`config.mk`:
```
export PLATFORM = sky130hd
export DESIGN_NAME = motor_drive_current_limiter
export DESIGN_NICKNAME = d
export VERILOG_FILES = /design/src/sv/mdcl_pkg.sv /design/src/sv/motor_drive_current_limiter.sv /design/src/sv/mdcl_ram.sv /design/src/sv/mdcl_mul.sv
export SDC_FILE = /design/constraint.sdc
export NUM_CORES = 2
export LEC_CHECK = 0
export ABC_CLOCK_PERIOD_IN_PS = 12000
export BUFFER_PORTS_ARGS = -buffer_cell sky130_fd_sc_hd__buf_2
export CORE_MARGIN = 4
export CORE_UTILIZATION = 47
export DETAILED_ROUTE_END_ITERATION = 6
export GPL_TIMING_DRIVEN = 0
export PLACE_DENSITY = 0.61
export SLEW_MARGIN = 15
export SYNTH_ARGS = -nofsm -noshare
export SYNTH_HDL_FRONTEND = slang
export SYNTH_SLANG_ARGS = --single-unit
export TNS_END_PERCENT = 100
```
`constraint.sdc`:
```
create_clock -name i_clk -period 12 [get_ports i_clk]
set_input_delay 3.6 -clock i_clk [delete_from_list [all_inputs] [get_ports i_clk]]
set_output_delay 3.6 -clock i_clk [all_outputs]
set_load 0.01 [all_outputs]
```
`src/sv/mdcl_pkg.sv`:
```
package mdcl_pkg;

    localparam logic [1:0] OP_DRIVE      = 2'd0;
    localparam logic [1:0] OP_RAMP       = 2'd1;
    localparam logic [1:0] OP_RAMP_CLEAR = 2'd2;
    localparam logic [1:0] OP_TABLE_WR   = 2'd3;

    localparam logic [3:0] REG_LIMIT_MODE  = 4'd0;
    localparam logic [3:0] REG_PERF_MODE   = 4'd1;
    localparam logic [3:0] REG_ROLL_EN     = 4'd2;
    localparam logic [3:0] REG_RAMP_EN     = 4'd3;
    localparam logic [3:0] REG_DEADZONE    = 4'd4;
    localparam logic [3:0] REG_MAX_SCALE   = 4'd5;
    localparam logic [3:0] REG_RAMP_STEP   = 4'd6;
    localparam logic [3:0] REG_POWER_RATIO = 4'd7;

    localparam logic [1:0] MODE_STEPS     = 2'd0;
    localparam logic [1:0] MODE_PIECEWISE = 2'd1;

    localparam logic [16:0] FULL     = 17'd32768;
    localparam logic [15:0] NO_LIMIT = 16'hFFFF;
    localparam logic [6:0]  PEDAL_MAX = 7'd100;

    // Reciprocals: x/10 as (x*52429)>>19, x/100 as (x*5368710)>>29,
    // interpolation spans as (x*K)>>24
    localparam logic [23:0] RECIP_10   = 24'd52429;
    localparam logic [23:0] RECIP_100  = 24'd5368710;
    localparam logic [23:0] RECIP_S30  = 24'd559241;
    localparam logic [23:0] RECIP_S75  = 24'd223697;
    localparam logic [23:0] RECIP_S15  = 24'd1118482;
    localparam logic [23:0] ROUND_Q15  = 24'd16384;

    localparam int unsigned MUL_W = 24;
    localparam int unsigned PROD_W = 48;

    typedef struct packed {
        logic             en;
        logic [MUL_W-1:0] a;
        logic [MUL_W-1:0] b;
        logic [MUL_W-1:0] c;
    } t_mul_req;

endpackage

```
`src/sv/motor_drive_current_limiter.sv`:
```
// Motor drive current limiter. Each input transaction carries one operation:
// op 0 computes the drive current (pedal deadzone, rollover limit from a
// loaded speed table indexed by |steer|/10, speed limit by mode) and the power
// current; op 1 ramps the level toward the target, rising by at most
// ramp_step while ramping is enabled, else taking the target at once;
// op 2 clears the ramp; op 3 writes one rollover table entry. Every
// transaction gives exactly one result transaction. Op 0 makes six passes
// through the single shared 24x24 multiply-add unit (steer/10, pedal/100,
// interpolation product, span reciprocal, drive scale, power scale).
// The input is not ready while an item is in work. A finished result sits in
// an output register, so the next transaction is taken while it waits. The
// rollover table holds no reset value: read only entries that were written.
// Configuration is taken every cycle and must be written only while idle.
module motor_drive_current_limiter
    import mdcl_pkg::*;
#(
    parameter int ROLLOVER_LAST_INDEX = 127
) (
    input  logic        i_clk,
    input  logic        i_rst_n,
    input  logic        i_in_valid,
    output logic        o_in_ready,
    input  logic [1:0]  i_op,
    input  logic [15:0] i_motor_rpm,
    input  logic [15:0] i_velocity_cms,
    input  logic [15:0] i_steer_angle,
    input  logic [7:0]  i_pedal_percent,
    input  logic [15:0] i_target_current,
    input  logic [6:0]  i_table_index,
    input  logic [15:0] i_table_speed,
    output logic        o_out_valid,
    input  logic        i_out_ready,
    output logic [15:0] o_drive_current,
    output logic [15:0] o_limit_fraction,
    output logic        o_rollover_active,
    output logic [15:0] o_power_current,
    output logic [15:0] o_ramped_current,
    input  logic        i_cfg_valid,
    output logic        o_cfg_ready,
    input  logic [3:0]  i_cfg_index,
    input  logic [15:0] i_cfg_data
);
    localparam int DEPTH = ROLLOVER_LAST_INDEX + 1;
    localparam int AW = $clog2(DEPTH);

    localparam logic [2:0] S_IDLE = 3'd0;
    localparam logic [2:0] S_PED  = 3'd1;
    localparam logic [2:0] S_INT1 = 3'd2;
    localparam logic [2:0] S_INT2 = 3'd3;
    localparam logic [2:0] S_DRV  = 3'd4;
    localparam logic [2:0] S_PWR  = 3'd5;
    localparam logic [2:0] S_DONE = 3'd6;

    // configuration
    logic [1:0]  r_limit_mode;
    logic        r_perf_mode, r_roll_en, r_ramp_en;
    logic [6:0]  r_deadzone;
    logic [15:0] r_max_scale, r_ramp_step, r_power_ratio;

    // control and state
    logic [2:0]  r_state, n_state;
    logic [1:0]  r_op;
    logic        r_flag;
    logic [15:0] r_level;
    logic        r_out_valid;

    // working registers
    logic [16:0] r_rpm_abs, r_vel_abs;
    logic [6:0]  r_ped_pct;
    logic [16:0] r_pedal, r_lim, r_drive;
    logic        r_roll_full;
    logic [16:0] r_seg_base;
    logic        r_seg_neg;
    logic [23:0] r_seg_k;

    // output registers
    logic [15:0] r_o_drive, r_o_lim, r_o_pwr, r_o_ramp;
    logic        r_o_roll;

    logic              in_acc, out_free;
    t_mul_req          mul_req;
    logic [PROD_W-1:0] prod;
    logic              ram_we, ram_re;
    logic [AW-1:0]     ram_waddr, ram_raddr;
    logic [15:0]       ram_rdata;

    logic [16:0] steer_abs, rpm_abs_in, vel_abs_in;
    logic [6:0]  ped_clamp;
    logic [12:0] idx_full;
    logic [16:0] tgt_sat, step_sat, ramp_up, scale_sat, ratio_sat;
    logic [16:0] step_frac, interp, lim_val, m_min;
    logic [16:0] q_seg;

    function automatic logic [16:0] abs16(input logic [15:0] v);
        abs16 = v[15] ? (17'h10000 - {1'b0, v}) : {1'b0, v};
    endfunction

    function automatic logic [16:0] sat_full(input logic [15:0] v);
        sat_full = ({1'b0, v} > FULL) ? FULL : {1'b0, v};
    endfunction

    mdcl_mul u_mul (
        .i_clk  (i_clk),
        .i_req  (mul_req),
        .o_prod (prod)
    );

    mdcl_ram #(.WIDTH(16), .DEPTH(DEPTH)) u_table (
        .i_clk   (i_clk),
        .i_we    (ram_we),
        .i_waddr (ram_waddr),
        .i_wdata (i_table_speed),
        .i_re    (ram_re),
        .i_raddr (ram_raddr),
        .o_rdata (ram_rdata)
    );

    assign o_in_ready  = (r_state == S_IDLE);
    assign o_cfg_ready = 1'b1;
    assign in_acc      = i_in_valid && o_in_ready;
    assign out_free    = !r_out_valid || i_out_ready;

    assign steer_abs  = abs16(i_steer_angle);
    assign rpm_abs_in = abs16(i_motor_rpm);
    assign vel_abs_in = abs16(i_velocity_cms);
    assign ped_clamp  = (i_pedal_percent > 8'(PEDAL_MAX)) ? PEDAL_MAX : i_pedal_percent[6:0];
    assign tgt_sat    = sat_full(i_target_current);
    assign step_sat   = sat_full(r_ramp_step);
    assign ramp_up    = {1'b0, r_level} + step_sat;
    assign scale_sat  = sat_full(r_max_scale);
    assign ratio_sat  = sat_full(r_power_ratio);

    // table write: drop indexes beyond the last entry
    assign ram_we    = in_acc && (i_op == OP_TABLE_WR) &&
                       (10'(i_table_index) <= 10'(ROLLOVER_LAST_INDEX));
    assign ram_waddr = AW'(i_table_index);

    // clamp the steering index to the last entry
    assign idx_full  = prod[19 +: 13];
    assign ram_re    = (r_state == S_PED);
    assign ram_raddr = (idx_full > 13'(ROLLOVER_LAST_INDEX)) ?
                       AW'(ROLLOVER_LAST_INDEX) : AW'(idx_full);

    // speed steps
    always_comb begin
        step_frac = FULL;
        if (r_vel_abs >= 17'd313)  step_frac = 17'd26214;
        if (r_vel_abs >= 17'd760)  step_frac = 17'd24576;
        if (r_vel_abs >= 17'd895)  step_frac = 17'd22938;
        if (r_vel_abs >= 17'd1029) step_frac = 17'd19661;
        if (r_vel_abs >= 17'd1118) step_frac = 17'd16384;
        if (r_vel_abs >= 17'd1275) step_frac = 17'd14746;
    end

    assign q_seg  = prod[24 +: 17];
    assign interp = r_seg_neg ? (r_seg_base - q_seg) : (r_seg_base + q_seg);

    always_comb begin
        if (r_perf_mode) begin
            lim_val = FULL;
        end else if (r_limit_mode == MODE_STEPS) begin
            lim_val = step_frac;
        end else if (r_limit_mode == MODE_PIECEWISE) begin
            lim_val = interp;
        end else begin
            lim_val = FULL;
        end
        m_min = r_roll_full ? r_pedal : 17'd0;
        if (r_limit_mode < 2'd2 && lim_val < m_min) begin
            m_min = lim_val;
        end
    end

    // sequencer and multiplier issue
    always_comb begin
        n_state = r_state;
        mul_req = '0;
        case (r_state)
            S_IDLE: begin
                if (in_acc) begin
                    n_state = (i_op == OP_DRIVE) ? S_PED : S_DONE;
                    mul_req = '{en: 1'b1, a: 24'(steer_abs), b: RECIP_10, c: 24'd0};
                end
            end
            S_PED: begin
                n_state = S_INT1;
                mul_req = '{en: 1'b1, a: {2'b0, r_ped_pct, 15'd50}, b: RECIP_100, c: 24'd0};
                mul_req.a = 24'({r_ped_pct, 15'd0}) + 24'd50;
            end
            S_INT1: begin
                n_state = S_INT2;
                mul_req.en = 1'b1;
                if (r_rpm_abs > 17'd120 && r_rpm_abs <= 17'd150) begin
                    mul_req.a = 24'(r_rpm_abs - 17'd120);
                    mul_req.b = 24'd8192;
                    mul_req.c = 24'd15;
                end else if (r_rpm_abs > 17'd150 && r_rpm_abs <= 17'd225) begin
                    mul_req.a = 24'(r_rpm_abs - 17'd150);
                    mul_req.b = 24'd983;
                    mul_req.c = 24'd37;
                end else if (r_rpm_abs > 17'd225 && r_rpm_abs <= 17'd240) begin
                    mul_req.a = 24'(r_rpm_abs - 17'd225);
                    mul_req.b = 24'd2294;
                    mul_req.c = 24'd7;
                end
            end
            S_INT2: begin
                n_state = S_DRV;
                mul_req = '{en: 1'b1, a: prod[23:0], b: r_seg_k, c: 24'd0};
            end
            S_DRV: begin
                n_state = S_PWR;
                mul_req = '{en: 1'b1, a: 24'(scale_sat), b: 24'(m_min), c: ROUND_Q15};
            end
            S_PWR: begin
                n_state = S_DONE;
                mul_req = '{en: 1'b1, a: 24'(r_pedal), b: 24'(ratio_sat), c: ROUND_Q15};
            end
            S_DONE: begin
                if (out_free) begin
                    n_state = S_IDLE;
                end
            end
            default: n_state = S_IDLE;
        endcase
    end

    always_ff @(posedge i_clk) begin
        if (!i_rst_n) begin
            r_state       <= S_IDLE;
            r_limit_mode  <= 2'd0;
            r_perf_mode   <= 1'b0;
            r_roll_en     <= 1'b1;
            r_ramp_en     <= 1'b1;
            r_deadzone    <= 7'd5;
            r_max_scale   <= 16'd32768;
            r_ramp_step   <= 16'd328;
            r_power_ratio <= 16'd32768;
            r_flag        <= 1'b0;
            r_level       <= 16'd0;
            r_out_valid   <= 1'b0;
        end else begin
            r_state <= n_state;

            if (i_cfg_valid) begin
                case (i_cfg_index)
                    REG_LIMIT_MODE:  r_limit_mode  <= i_cfg_data[1:0];
                    REG_PERF_MODE:   r_perf_mode   <= i_cfg_data[0];
                    REG_ROLL_EN:     r_roll_en     <= i_cfg_data[0];
                    REG_RAMP_EN:     r_ramp_en     <= i_cfg_data[0];
                    REG_DEADZONE:    r_deadzone    <= i_cfg_data[6:0];
                    REG_MAX_SCALE:   r_max_scale   <= i_cfg_data;
                    REG_RAMP_STEP:   r_ramp_step   <= i_cfg_data;
                    REG_POWER_RATIO: r_power_ratio <= i_cfg_data;
                    default: ;
                endcase
            end

            // ramp updates at acceptance; it falls at once, rises by at most a step when enabled
            if (in_acc && i_op == OP_RAMP) begin
                if (r_ramp_en && ramp_up < tgt_sat) begin
                    r_level <= ramp_up[15:0];
                end else begin
                    r_level <= tgt_sat[15:0];
                end
            end else if (in_acc && i_op == OP_RAMP_CLEAR) begin
                r_level <= 16'd0;
            end

            // rollover flag from the table entry
            if (r_state == S_INT1) begin
                r_flag <= r_roll_en && (ram_rdata != NO_LIMIT) &&
                          (r_vel_abs > {1'b0, ram_rdata});
            end

            if (r_state == S_DONE && out_free) begin
                r_out_valid <= 1'b1;
            end else if (i_out_ready) begin
                r_out_valid <= 1'b0;
            end
        end
    end

    // payload registers
    always_ff @(posedge i_clk) begin
        if (in_acc) begin
            r_op      <= i_op;
            r_rpm_abs <= rpm_abs_in;
            r_vel_abs <= vel_abs_in;
            r_ped_pct <= ped_clamp;
        end
        if (r_state == S_INT1) begin
            r_pedal     <= (r_ped_pct > r_deadzone) ? prod[29 +: 17] : 17'd0;
            r_roll_full <= !(r_roll_en && (ram_rdata != NO_LIMIT) &&
                             (r_vel_abs > {1'b0, ram_rdata}));
            if (r_rpm_abs <= 17'd120) begin
                r_seg_base <= FULL;
                r_seg_neg  <= 1'b0;
                r_seg_k    <= RECIP_S30;
            end else if (r_rpm_abs <= 17'd150) begin
                r_seg_base <= FULL;
                r_seg_neg  <= 1'b1;
                r_seg_k    <= RECIP_S30;
            end else if (r_rpm_abs <= 17'd225) begin
                r_seg_base <= 17'd24576;
                r_seg_neg  <= 1'b0;
                r_seg_k    <= RECIP_S75;
            end else if (r_rpm_abs <= 17'd240) begin
                r_seg_base <= 17'd25559;
                r_seg_neg  <= 1'b0;
                r_seg_k    <= RECIP_S15;
            end else begin
                r_seg_base <= 17'd27853;
                r_seg_neg  <= 1'b0;
                r_seg_k    <= RECIP_S15;
            end
        end
        if (r_state == S_DRV) begin
            r_lim <= lim_val;
        end
        if (r_state == S_PWR) begin
            r_drive <= prod[15 +: 17];
        end
        if (r_state == S_DONE && out_free) begin
            r_o_roll <= r_flag;
            r_o_ramp <= r_level;
            if (r_op == OP_DRIVE) begin
                r_o_drive <= r_drive[15:0];
                r_o_lim   <= r_lim[15:0];
                r_o_pwr   <= prod[30:15];
            end else begin
                r_o_drive <= 16'd0;
                r_o_lim   <= 16'd0;
                r_o_pwr   <= 16'd0;
            end
        end
    end

    assign o_out_valid       = r_out_valid;
    assign o_drive_current   = r_o_drive;
    assign o_limit_fraction  = r_o_lim;
    assign o_rollover_active = r_o_roll;
    assign o_power_current   = r_o_pwr;
    assign o_ramped_current  = r_o_ramp;
endmodule

```
`src/sv/mdcl_ram.sv`:
```
module mdcl_ram #(
    parameter int WIDTH = 16,
    parameter int DEPTH = 128
) (
    input  logic                     i_clk,
    input  logic                     i_we,
    input  logic [$clog2(DEPTH)-1:0] i_waddr,
    input  logic [WIDTH-1:0]         i_wdata,
    input  logic                     i_re,
    input  logic [$clog2(DEPTH)-1:0] i_raddr,
    output logic [WIDTH-1:0]         o_rdata
);
    logic [WIDTH-1:0] r_mem [DEPTH];
    logic [WIDTH-1:0] r_rdata;

    always_ff @(posedge i_clk) begin
        if (i_we) begin
            r_mem[i_waddr] <= i_wdata;
        end
        if (i_re) begin
            r_rdata <= r_mem[i_raddr];
        end
    end

    assign o_rdata = r_rdata;
endmodule

```
`src/sv/mdcl_mul.sv`:
```
module mdcl_mul
    import mdcl_pkg::*;
(
    input  logic              i_clk,
    input  t_mul_req          i_req,
    output logic [PROD_W-1:0] o_prod
);
    logic [PROD_W-1:0] r_prod;

    // product plus addend, held until the next issue
    always_ff @(posedge i_clk) begin
        if (i_req.en) begin
            r_prod <= PROD_W'(i_req.a) * PROD_W'(i_req.b) + PROD_W'(i_req.c);
        end
    end

    assign o_prod = r_prod;
endmodule

```
# Word-level counts from Yosys, hierarchy flattened
# Memory sizes are Yosys's and may differ from the RTL's. A register that Yosys moved wholly into a read port is not among the register bits.
# Index checks and enable logic that the tools add are counted.
[classes] mux=39 n_addsub=11 mul=1 eq_ne=20 n_reduce_logical=33 order_cmp=24
[ops] op="73-bit case mux with 6 select lines" n=1
[ops] op="72-bit two-way mux" n=3
[ops] op="17-bit two-way mux" n=12
[ops] op="16-bit two-way mux" n=8
[ops] op="73-bit two-way mux" n=1
[ops] op="16-bit > comparator, second input constant" n=4
[ops] op="17-bit by 11-bit >= comparator with 1-bit output, second input constant" n=3
[ops] op="17-bit by 8-bit <= comparator with 1-bit output, second input constant" n=3
[ops] op="17-bit by 16-bit subtractor with 17-bit output, first input constant" n=3
[ops] op="46-bit by 24-bit adder with 46-bit output" n=1
[ops] op="24-bit by 24-bit multiplier with 46-bit output" n=1
[ops] op="17-bit by 8-bit subtractor with 18-bit output, second input constant" n=2
[ops] op="17-bit by 10-bit >= comparator with 1-bit output, second input constant" n=2
[ops] op="17-bit by 8-bit > comparator with 1-bit output, second input constant" n=2
[ops] op="15-bit two-way mux" n=2
[ops] op="22-bit by 6-bit adder with 23-bit output, second input constant" n=1
[ops] op="21-bit two-way mux" n=1
[ops] op="3-bit case mux with 7 select lines" n=1
[ops] op="2-bit AND reduction" n=9
[ops] op="17-bit by 7-bit subtractor with 18-bit output, second input constant" n=1
[ops] op="16-bit by 16-bit adder with 17-bit output" n=1
[ops] op="17-bit adder" n=1
[ops] op="17-bit by 9-bit >= comparator with 1-bit output, second input constant" n=1
[ops] op="17-bit by 16-bit > comparator with 1-bit output" n=1
[ops] op="other kinds (33)" n=63
[word_totals] reg_bits=327 inputBits=122 out_inout_bits=68 mem_bits_rw=2048 memories=1
[mem_list] memory="u_table.r_mem" depth=128 width=16 rd=1 rd_ports_with_merged_regs=1 wr=1 line="mdcl_ram.sv:13" rtl="logic [WIDTH-1:0] r_mem [DEPTH];"

# Logic depth before layout (Yosys ltp)
[depth] depth_word=15 ltp_mapped=50

# By module
# A second synthesis with hierarchy kept.
[hier_totals] hier_cells=6921 area_unflattened_um2=115051.6
[by_module_without_submodules] mod="mdcl_ram" area_per_inst_um2=78683.0 cells_per_inst=3086 seq_area_each_um2=61979.4 n_inst=1
[by_module_without_submodules] mod="mdcl_mul" area_per_inst_um2=20952.6 cells_per_inst=2252 seq_area_each_um2=1441.4 n_inst=1
[by_module_without_submodules] mod="motor_drive_current_limiter" area_per_inst_um2=15416.0 cells_per_inst=1583 seq_area_each_um2=6636.4 n_inst=1

# Worst setup path before layout
# Ideal clock, no wire load.
[synth_path] path_kind="in2reg" startpoint="in i_in_valid" endpoint="reg u_mul.r_prod[45], in the netlist u_mul.o_prod[45], data pin" arrival_ns=12.233 setup_time_ns=0.266 path_buffers=2 path_slack_ns=-0.499 cell_stages=30 cell_sequence="nand2_1 inv_1 clkbuf_1 a221oi_1 o211ai_1 clkbuf_1 nand2_1 fa_1 inv_1 fa_1 inv_1 fa_1 fa_1 inv_1 fa_1 fa_1 inv_1 fa_1 inv_1 ha_1 o21ai_0 a21oi_1 a221o_1 o31ai_1 a211oi_1 nand2b_1 a31o_2 o41ai_1 mux2i_1 nand4_1"
[synth_via] elab_chain_len=5
[synth_lines] item="start: declaration" line="motor_drive_current_limiter.sv:21" rtl="input logic i_in_valid,"
[synth_lines] item="1-bit logical AND" line="motor_drive_current_limiter.sv:120" rtl="assign in_acc = i_in_valid && o_in_ready;"
[synth_lines] item="named net in_acc" line="motor_drive_current_limiter.sv:80" rtl="logic in_acc, out_free;"
[synth_lines] item="73-bit two-way mux" line="motor_drive_current_limiter.sv:180" rtl="if (in_acc) begin"
[synth_lines] item="73-bit case mux with 6 select lines" line="motor_drive_current_limiter.sv:178" rtl="case (r_state)"
[synth_lines] item="24-bit by 24-bit multiplier with 46-bit output" line="mdcl_mul.sv:13" rtl="r_prod <= PROD_W'(i_req.a) * PROD_W'(i_req.b) + PROD_W'(i_req.c);"
[synth_lines] item="46-bit by 24-bit adder with 46-bit output" line="mdcl_mul.sv:13"
[synth_lines] item="end signal: assignment" line="mdcl_mul.sv:13"
[synth_lines] item="end: declaration" line="mdcl_mul.sv:8" rtl="logic [PROD_W-1:0] r_prod;"
# The timed path passes the listed nets, and every way through them passes these cells.
# A chain may end at the register's enable or synchronous reset.

# Worst setup path in the final report
[layout_path] startpoint="in i_steer_angle[2]" endpoint="reg u_mul.r_prod[45], in the netlist u_mul.o_prod[45], data pin"
[layout_via] elab_chain_len=6
[layout_lines] item="start: declaration" line="motor_drive_current_limiter.sv:26" rtl="input logic [15:0] i_steer_angle,"
[layout_lines] item="17-bit by 16-bit subtractor with 17-bit output" line="motor_drive_current_limiter.sv:95" rtl="abs16 = v[15] ? (17'h10000 - {1'b0, v}) : {1'b0, v};"
[layout_lines] item="17-bit two-way mux *" line="motor_drive_current_limiter.sv:95"
[layout_lines] item="73-bit two-way mux *" line="motor_drive_current_limiter.sv:180"
[layout_lines] item="73-bit case mux with 6 select lines *" line="motor_drive_current_limiter.sv:178"
[layout_lines] item="24-bit by 24-bit multiplier with 46-bit output *" line="mdcl_mul.sv:13"
[layout_lines] item="46-bit by 24-bit adder with 46-bit output *" line="mdcl_mul.sv:13"
# Mark *: on every way between the ends. The rest lies on a longest branch, timed or not.

==> results.cfg <==
[sta]
grt_setup_unrepaired = yes
finClkSkew_ns = 0.0808
finalSetupViolCount = 1
period_share = 1.00
slew_headroom = 0.109
drv_slew = 0
tightest_slew_ns = 1.34
setup_slack_ns = -0.0449
max_freq_mhz = 83.0
holdWs_ns = 0.469
finalSetupTns_ns = -0.0449
period_needed_ns = 12.04
hold_violations = 0

[placed_design]
portBuffers = 183
place_hpwl_mm = 290
place_area_mm2 = 0.122
place_ws_ns = -5.70
gp_congestion = 1.01
post-place-cells = 11600

[cts]
clock_path_buffers = 3
root_buffer = clkbuf_16
clock_latency_ns = 0.89
cts_hold_buf = 0
path_clk_slew_ns = 0.06
cts.sinks = 2358
cts_tree = yes
cts_max_level = 4
cts_buffers = 231

[detailed_routing]
routed_wl_mm = 395
wl_met3_mm = 40.7
vias = 75400
highest_layer = met5
postRouteAntennaNets = 0
via_per_inst = 6.18
routedWlPerCell_um = 32.4
first_iter_violations = 10100
drt-met1-wl_mm = 148
drc = 0
dr.pass1.iters = 7
wl_met2_mm = 178

[power]
switchingPower_mw = 8.32
p_int_mw = 15.7
p_seq_frac = 0.395
finalPower_mw = 24.0
p_leak_nw = 46.5
comb_power_share = 0.308
swShare = 0.346
power_density_mw_per_mm2 = 182
vdd_drop_max_uv = 170
pwr-share-clk = 0.297

[run]
maxCapViolations = 0

[yosys]
yosysMostFrequentCell = edfxtp_1
synth-seq-cells = 2358
synth_top_area_frac = 0.602
async_flop_share = 0
synth_commonest_cells = 2277 x edfxtp_1, 739 x inv_1, 639 x nand2_1, 577 x nor2_1, 419 x fa_1
ys_warn_count = 0
ys_types = 88
ys_seq_area_frac = 0.616
synth_cells = 8086
synthFlopType = edfxtp_1
ys_top_cells_by_area = edfxtp_1 60%, fa_1 7.4%, mux4_2 5.0%, ha_1 3.6%, inv_1 2.4%
synth_area_mm2 = 0.114
syn_area_per_cell_um2 = 14.1
yosysTopAreaCell = edfxtp_1
synth_edf_count = 2277

[finish]
fin_cells = 12200
drive_gt1_frac = 0.181
area_growth_pct = 15.9
finish.utilization = 0.547
design_area_mm2 = 0.132
nets = 9661

[min_path]
whs_endpoint = o_rollover_active
hold_start = r_flag
holdPathStages = 0
hold_path.class = flip-flop to flip-flop

[global_route]
grt_overflow = 0
grt_max_degree = 113
antenna_found_initial = 42
grt_first_pass_wirelength_mm = 553
track_usage = 0.313
grt_pass1_vias = 74200

[setup_path]
crit_path_max_incr_delay_ns = 0.62
cp.buffers_inverters = 8
rrSetupSlack_ns = 0.03
cp_max_fo = 10
worstSetupPathType = primary input to flip-flop
path_common_cell = fa_1
r2r-end = u_mul.o_prod[44]
worstSetupEndpointType = flip-flop
slowest_stage = o21ai_0
reg2regPathDepth = 44
cp_top_family = adder cells
rr_startpoint = u_mul.o_prod[26]
critPathArrivalTime_ns = 12.61
worstPathRequired_ns = 12.57
cp-start-kind = primary input

[floorplan]
die-area_mm2 = 0.250
initial_core_util = 0.472
core_area_mm2 = 0.241
ios = 190
die_w_um = 500
die_y_um = 500
num_rows = 180

[status]
violations = negative setup slack
status = finished, violations left
## cells in the final DEF (no fill, tap or decap), drive strengths merged, types with 107 or more instances in the layout
cell type and n:
edfxtp 2277, inv 746, nand2 639, buf 608, clkbuf 585, nor2 577
fa 419, a21oi 350, ha 326, o21ai 286, mux4 254, o221ai 228
o211ai 151, o22ai 125, and2 125, mux2i 107
## final cells by class
type	count	area, um^2
clock buffer	296	6110
antenna	19	47.5
clock inverter	133	1290
inverter	740	2790
timing repair buffer	465	4510
buffer	432	2050
multi-input combinational	4566	40900
tap	3185	3990
sequential	2358	70000
fill	19800	109000
## layer usage
layer / GRT usage / up-vias
met2: 0.482 / 4483
li1: - / 31500
met5: 0 / -
met4: 0.181 / 20
met3: 0.0754 / 1056
met1: 0.407 / 38400
## state kept, by name, indices dropped and copies added (netlist names), 17 cells and up
name and count:
u_table.r_mem 2048, u_mul.o_prod 46, r_pedal 17, r_rpm_abs 17, r_vel_abs 17
## logic make-up after synthesis
group	synth area share
AO/OA/AOI/OAI	0.0904
XOR/XNOR	0.00955
adder cells (fa/ha/maj)	0.110
buffers and inverters	0.0405
flip-flops	0.616
multiplexers	0.0662
other	0.0000661
AND/OR/NAND/NOR	0.0675
## how the worst max path moves through the flow
stage / start / to / slack (ns) / cells past startpoint
after floorplan: i_steer_angle[2] / u_mul.o_prod[45] / -0.01 / 31
after global placement: u_mul.o_prod[26] / u_mul.o_prod[44] / -5.81 / 44
after detailed placement: u_mul.o_prod[26] / u_mul.o_prod[44] / -5.70 / 43
after CTS: u_mul.o_prod[26] / u_mul.o_prod[45] / -0.14 / 48
after global routing: u_mul.o_prod[26] / u_mul.o_prod[45] / -0.24 / 49
final: i_steer_angle[2] / u_mul.o_prod[45] / -0.04 / 34
## power by group through the flow
stage / combinational [mW] / sequential [mW] / clock, mW
6_report: 7.41 / 9.48 / 7.13
5_1_grt: 7.85 / 9.48 / 7.55
3_3_place_gp: 6.24 / 9.72 / 0
3_5_place_dp: 6.37 / 9.69 / 0
2_1_floorplan: 3.67 / 9.54 / 0
4_1_cts: 7.10 / 9.47 / 7.18
## what timing repair did
action,CTS,global route
setup buffers,92,27
resized for setup,267,89
cloned,2,0
pin swaps,134,61
setup endpoints to repair,42,25
No activity file was read; power rests on OpenSTA's default activity.
